<file path="src/design/pose_to_camera_ray_basis_top_defines.svh">
// assertion macros for the camera ray basis block
`ifndef POSE_TO_CAMERA_RAY_BASIS_TOP_DEFINES_SVH
`define POSE_TO_CAMERA_RAY_BASIS_TOP_DEFINES_SVH

// property that must hold at every edge outside reset
`define PRCB_ASSERT(lbl, prop, msg) \
  lbl: assert property (@(posedge clk_i) disable iff (!rst_ni) (prop)) else $error(msg);

// condition at one edge implies a property at the next edge
`define PRCB_ASSERT_NEXT(lbl, ante, cons, msg) \
  lbl: assert property (@(posedge clk_i) disable iff (!rst_ni) (ante) |=> (cons)) else $error(msg);

`endif

</file>
<file path="src/design/prcb_pkg.sv">
// types, constants and helpers shared by the camera ray basis block
`default_nettype none

package prcb_pkg;

  // datapath widths
  localparam int ROT_W  = 34;   // rotation entry, scale 2^28
  localparam int AX_W   = 38;   // camera axis entry, scale 2^28
  localparam int NUM_W  = 56;   // axis times view scale
  localparam int N_W    = 58;   // divider numerator
  localparam int QB     = 47;   // quotient bits produced by the divider
  localparam int REM_W  = 18;   // divider remainder
  localparam int DIV_W  = 17;   // divider denominator
  localparam int DV_W   = 49;   // clamped row step, scale 2^28
  localparam int CFG_W  = 64;
  localparam int CFG_IDX_W = 3;

  localparam logic signed [35:0]     RotOne  = 36'sd268435456;
  localparam logic signed [DV_W-1:0] DvLimit = 49'sh400000000000;

  // configuration register reset values
  localparam logic [CFG_W-1:0] Mount0Rst = 64'h0000_0000_0000_4000;
  localparam logic [CFG_W-1:0] Mount1Rst = 64'h0000_0000_4000_0000;
  localparam logic [CFG_W-1:0] Mount2Rst = 64'h0000_4000_0000_0000;
  localparam logic [15:0]      ScaleRst  = 16'h2000;
  localparam logic [15:0]      AspectRst = 16'h1000;

  typedef enum logic [CFG_IDX_W-1:0] {
    REG_MOUNT0 = 3'd0,
    REG_MOUNT1 = 3'd1,
    REG_MOUNT2 = 3'd2,
    REG_SCALE  = 3'd3,
    REG_ASPECT = 3'd4
  } cfg_reg_e;

  typedef struct packed {
    logic signed [31:0] pos_x;
    logic signed [31:0] pos_y;
    logic signed [31:0] pos_z;
    logic signed [15:0] quat_w;
    logic signed [15:0] quat_x;
    logic signed [15:0] quat_y;
    logic signed [15:0] quat_z;
  } pose_t;

  typedef struct packed {
    logic signed [31:0] cam_pos_x;
    logic signed [31:0] cam_pos_y;
    logic signed [31:0] cam_pos_z;
    logic signed [31:0] corner_ray_x;
    logic signed [31:0] corner_ray_y;
    logic signed [31:0] corner_ray_z;
    logic signed [31:0] column_step_x;
    logic signed [31:0] column_step_y;
    logic signed [31:0] column_step_z;
    logic signed [31:0] row_step_x;
    logic signed [31:0] row_step_y;
    logic signed [31:0] row_step_z;
  } ray_t;

  // live configuration seen by the back end
  typedef struct packed {
    logic [2:0][CFG_W-1:0] row;
    logic [15:0]           scale;
    logic [15:0]           aspect;
  } cfg_t;

  // entry of the queue between front and back
  typedef struct packed {
    logic [2:0][31:0]      pos;
    logic [8:0][ROT_W-1:0] rot;
  } mq_entry_t;

  // queue status seen by front, back and top
  typedef struct packed {
    logic full;
    logic empty;
  } mq_stat_t;

  // one stage of the row step divider with its carried payload
  typedef struct packed {
    logic [2:0][31:0]      cam;
    logic [2:0][AX_W-1:0]  fwd;
    logic [2:0][NUM_W-1:0] du;
    logic [2:0]            neg;
    logic [2:0]            big;
    logic [2:0][REM_W-1:0] rem;
    logic [2:0][QB-1:0]    ql;
  } div_slot_t;

  // saturate to signed 32 bits
  function automatic logic [31:0] sat32(input logic signed [63:0] v);
    if (v > 64'sd2147483647) begin
      return 32'h7fff_ffff;
    end else if (v < -64'sd2147483648) begin
      return 32'h8000_0000;
    end
    return v[31:0];
  endfunction

endpackage

`default_nettype wire

</file>
<file path="src/design/prcb_queue.sv">
// short queue between front and back end
`default_nettype none

module prcb_queue #(
  parameter int  DEPTH = 4,
  parameter type T     = logic
) (
  input  wire logic               clk_i,
  input  wire logic               rst_ni,
  input  wire logic               push_i,
  input  wire T                   data_i,
  input  wire logic               pop_i,
  output T                        data_o,
  output prcb_pkg::mq_stat_t      stat_o
);
  import prcb_pkg::*;

  localparam int PTR_W = (DEPTH > 1) ? $clog2(DEPTH) : 1;
  localparam int CNT_W = $clog2(DEPTH + 1);

  T                 mem_q [DEPTH];
  logic [PTR_W-1:0] wr_ptr_q, rd_ptr_q;
  logic [CNT_W-1:0] cnt_q;

  // storage
  always_ff @(posedge clk_i) begin
    if (push_i) begin
      mem_q[wr_ptr_q] <= data_i;
    end
  end

  assign data_o       = mem_q[rd_ptr_q];
  assign stat_o.full  = (cnt_q == CNT_W'(DEPTH));
  assign stat_o.empty = (cnt_q == '0);

  // pointers and fill count
  always_ff @(posedge clk_i or negedge rst_ni) begin
    if (!rst_ni) begin
      wr_ptr_q <= '0;
      rd_ptr_q <= '0;
      cnt_q    <= '0;
    end else begin
      if (push_i) begin
        wr_ptr_q <= (wr_ptr_q == PTR_W'(DEPTH - 1)) ? '0 : wr_ptr_q + 1'b1;
      end
      if (pop_i) begin
        rd_ptr_q <= (rd_ptr_q == PTR_W'(DEPTH - 1)) ? '0 : rd_ptr_q + 1'b1;
      end
      if (push_i && !pop_i) begin
        cnt_q <= cnt_q + 1'b1;
      end else if (pop_i && !push_i) begin
        cnt_q <= cnt_q - 1'b1;
      end
    end
  end

endmodule

`default_nettype wire

</file>
<file path="config.mk">
export PLATFORM = sky130hd
export DESIGN_NAME = prcb_queue
export DESIGN_NICKNAME = d
export VERILOG_FILES = /design/src/design/pose_to_camera_ray_basis_top_defines.svh /design/src/design/prcb_pkg.sv /design/src/design/prcb_queue.sv
export SDC_FILE = /design/constraint.sdc
export NUM_CORES = 1
export LEC_CHECK = 0
export BUFFER_PORTS_ARGS = -buffer_cell sky130_fd_sc_hd__buf_2
export CORE_AREA = 2 2 39 41
export DETAILED_ROUTE_END_ITERATION = 7
export DIE_AREA = 0 0 41 43
export GPL_TIMING_DRIVEN = 0
export PLACE_DENSITY = 0.58
export SETUP_SLACK_MARGIN = 0.4
export SLEW_MARGIN = 20
export SYNTH_ARGS = -nofsm -noshare
export SYNTH_HDL_FRONTEND = slang
export SYNTH_SLANG_ARGS = --single-unit
</file>
<file path="constraint.sdc">
create_clock -name clk_i -period 1.7 [get_ports clk_i]
set_input_delay 0 -clock clk_i [delete_from_list [all_inputs] [get_ports clk_i]]
set_output_delay 0 -clock clk_i [all_outputs]
set_load 0.03 [all_outputs]
</file>
==> results.md <==
* I/O Pins at 8
* Commonest cells after routing, fill and taps aside: dfrtp_1, ha_1, buf_2
* CP Max Fanout at 2
* Setup slack at placement at about 0.32 ns
* Pre-antenna DRT Iters at 2
* CTS tree: built
* CTS Sinks at 11
* Synthesis-to-layout area growth at 24.0%
* RD Place Congestion at approximately 0.71
* Actual slew at the worst max-slew pin at roughly 0.16 ns
* Crit-path cells: mux4_2 -> buf_6
* Die ar. at around 1800 um2
* GRT Util Overall at 0.121
* Crit path arrival time at 1.30 ns
* Setup violators final at 0
* Core area at about 1400 um2
* Setup crit start kind: flip-flop
* Vias in the first global route at ~360
* Final Critical Period at around 1.3 ns
* Seq/Total Area, Yosys at 0.534
* # rows at 14
* Chip Width at 41 um
* Worst-Skew Late Latency at ~0.26 ns
* Yosys cell types at 17
* Synth Cell Area at between 500 and 600 um2
* Final setup TNS at 0 ns
* Yosys top cell area share at 0.317
* DRC violations left at 0
* Final period util at 0.767
* Initial antenna violation count at 0
* Clk Tree Root Cell: clkbuf_4
* Register area at just under 300 um2
* Most common cell after layout, fill and taps aside: dfrtp_1
* #FFs+latches synth at 11
* Avg Cell Area, Syn at 13.5 um2
* Layout cell share with drive strength beyond 1 at 0.316
* Max H-tree Level at 1
* Fin worst setup slack at around 0.40 ns
* Largest net degree at the start of global routing at 10
* Met2 Routed Length at between 400 and 500 um
* Final core utilization at 0.495
* DRT Wirelength at 816 um
* Initial Utilization at 0.400
* Worst-case clock skew at roughly 0.00015 ns
* GRT overflow at 0
* WP data required at about 1.7 ns
* Routed len/inst at approximately 11 um
* CTS Buffer Depth at 2
* P_leak at between 0.3 and 0.4 nW
* Final Hold Vio Count at 0
* Final instance area at 686 um2
* Critical path's largest stage delay at a little over 0.5 ns
* Clock buffer count from CTS at 3
* Highest Signal Layer: met4
* # diodes at 0
* Unrepaired setup endpoints after global routing: yes
* Maxcap violations at 0
* CP endpoint kind: primary output
* Met3 WL at ~30 um
* Area of the multi-input gates at ~250 um2
* First-pass GRT wire length at 1330 um
* Most area-hungry cell type in the Yosys netlist: dfrtp_1
* Status: complete, no violations
* Placed Instance Area at a little over 600 um2
* Leading post-synthesis cells by cell area: dfrtp_1, edfxtp_1, ha_1, and2_1, mux2_2
* Antenna viol nets, final at 0
* PwrDens at roughly 1600 nW/um2
* Chip Height at 43 um
* Layout fillers at 126
* DR vias at ~350
* DR vias/cell at a little under 5
* Buffers on Ports at 7
* Metal-1 WL at roughly 350 um
* Worst relative slew slack at 0.890
* Clock-pin slew on the worst setup and hold paths at 0.07 ns
* Post-synth net total at 53
* Drt first-iter violations at 1
* Setup CP Type: flip-flop to primary output
* Slowest cell on crit path: mux4_2
* Final Max Slew Viols at 0
* Hold Path Class: primary input to flip-flop
* Yosys warns at 0
* Fin nets at 70
* Peak supply drop at ~630 uV
* Max Clk Rate at 767 MHz
* Hpwl dp at 643 um
* Mapped Cells at roughly 40
per-layer routing:
layer	GRT usage	up-vias
met5	0	-
met1	0.113	171
li1	-	171
met2	0.200	7
met4	0.100	0
met3	0.0314	4
worst max-delay path: cells and delay by family, from the launching register on:
family / cells / cell delay [ns]
multiplexers: 1 / 0.51
buffers and inverters: 1 / 0.15
flip-flops: 1 / 0.37
where the power goes:
group          leakage [nW]  switching [W]  total, W  internal [W]
Sequential            0.120      0.0000693  0.000445      0.000376
Combinational         0.181       0.000228  0.000472      0.000244
Clock                0.0150      0.0000839  0.000175     0.0000908
per-stage QoR:
step	power (W)	cells	hold slack, ns
after CTS	0.00111	73	0.000637
after global placement	0.000824	64	-0.166
final	0.00109	73	0.000788
after floorplan	0.000751	41	-0.296
after detailed placement	0.000851	64	-0.158
after global routing	0.00119	73	0.000125
registers in the layout, summed over array words and instances (netlist names):
| register | cells |
|---|---|
| cnt_q | 3 |
| mem_q | 4 |
| rd_ptr_q | 2 |
| wr_ptr_q | 2 |
layout make-up:
type,instances,share of cell area
Clock buffer,4,0.0383
Inverter,4,0.0219
Multi-Input combinational cell,26,0.358
Sequential cell,11,0.431
Tap cell,16,0.0292
Timing Repair Buffer,12,0.122
repair_timing:
action,4_1_cts,5_1_grt
endpoints found under the hold margin,11,0
pin swaps,0,3
resized for setup,3,0
buffers inserted,3,0
endpoints found under the setup margin,3,2
cloned,0,0
hold buffers,2,0
final timing paths:
| check | slack (ns) | to | cells past startpoint | start |
|---|---|---|---|---|
| setup / recovery | 0.40 | data_o | 2 | rd_ptr_q[0] |
| hold / removal | 0.0008 | rd_ptr_q[1] | 2 | pop_i |
| setup reg to reg | 0.44 | cnt_q[2] | 4 | cnt_q[1] |
| hold reg to reg | 0.49 | cnt_q[2] | 1 | cnt_q[2] |
| max in group asynchronous | 1.44 | wr_ptr_q[0] | 2 | rst_ni |
| min in group asynchronous | 0.10 | rd_ptr_q[0] | 2 | rst_ni |
logic make-up (layout without fill, tap and decap cells):
kind of cell	count (synthesis)	after routing	share of synthesized area
buffers and inverters	4	20	0.0271
XOR/XNOR	3	3	0.0475
multiplexers	3	3	0.0814
adder cells (fa/ha/maj)	7	7	0.172
flip-flops	11	11	0.534
AND/OR/NAND/NOR	10	10	0.104
AO/OA/AOI/OAI	3	3	0.0339
synth_stat cells:
cell,n
a21o_2,1
and2_1,4
dfrtp_1,7
edfxtp_1,4
fa_1,1
ha_1,6
inv_1,4
mux2_2,2
mux4_2,1
nand2_1,1
nand3b_1,1
nor2_1,1
nor3_1,2
nor3b_1,1
o21ai_0,2
xnor2_1,1
xor2_1,2
(Power assumes the default switching activity.)
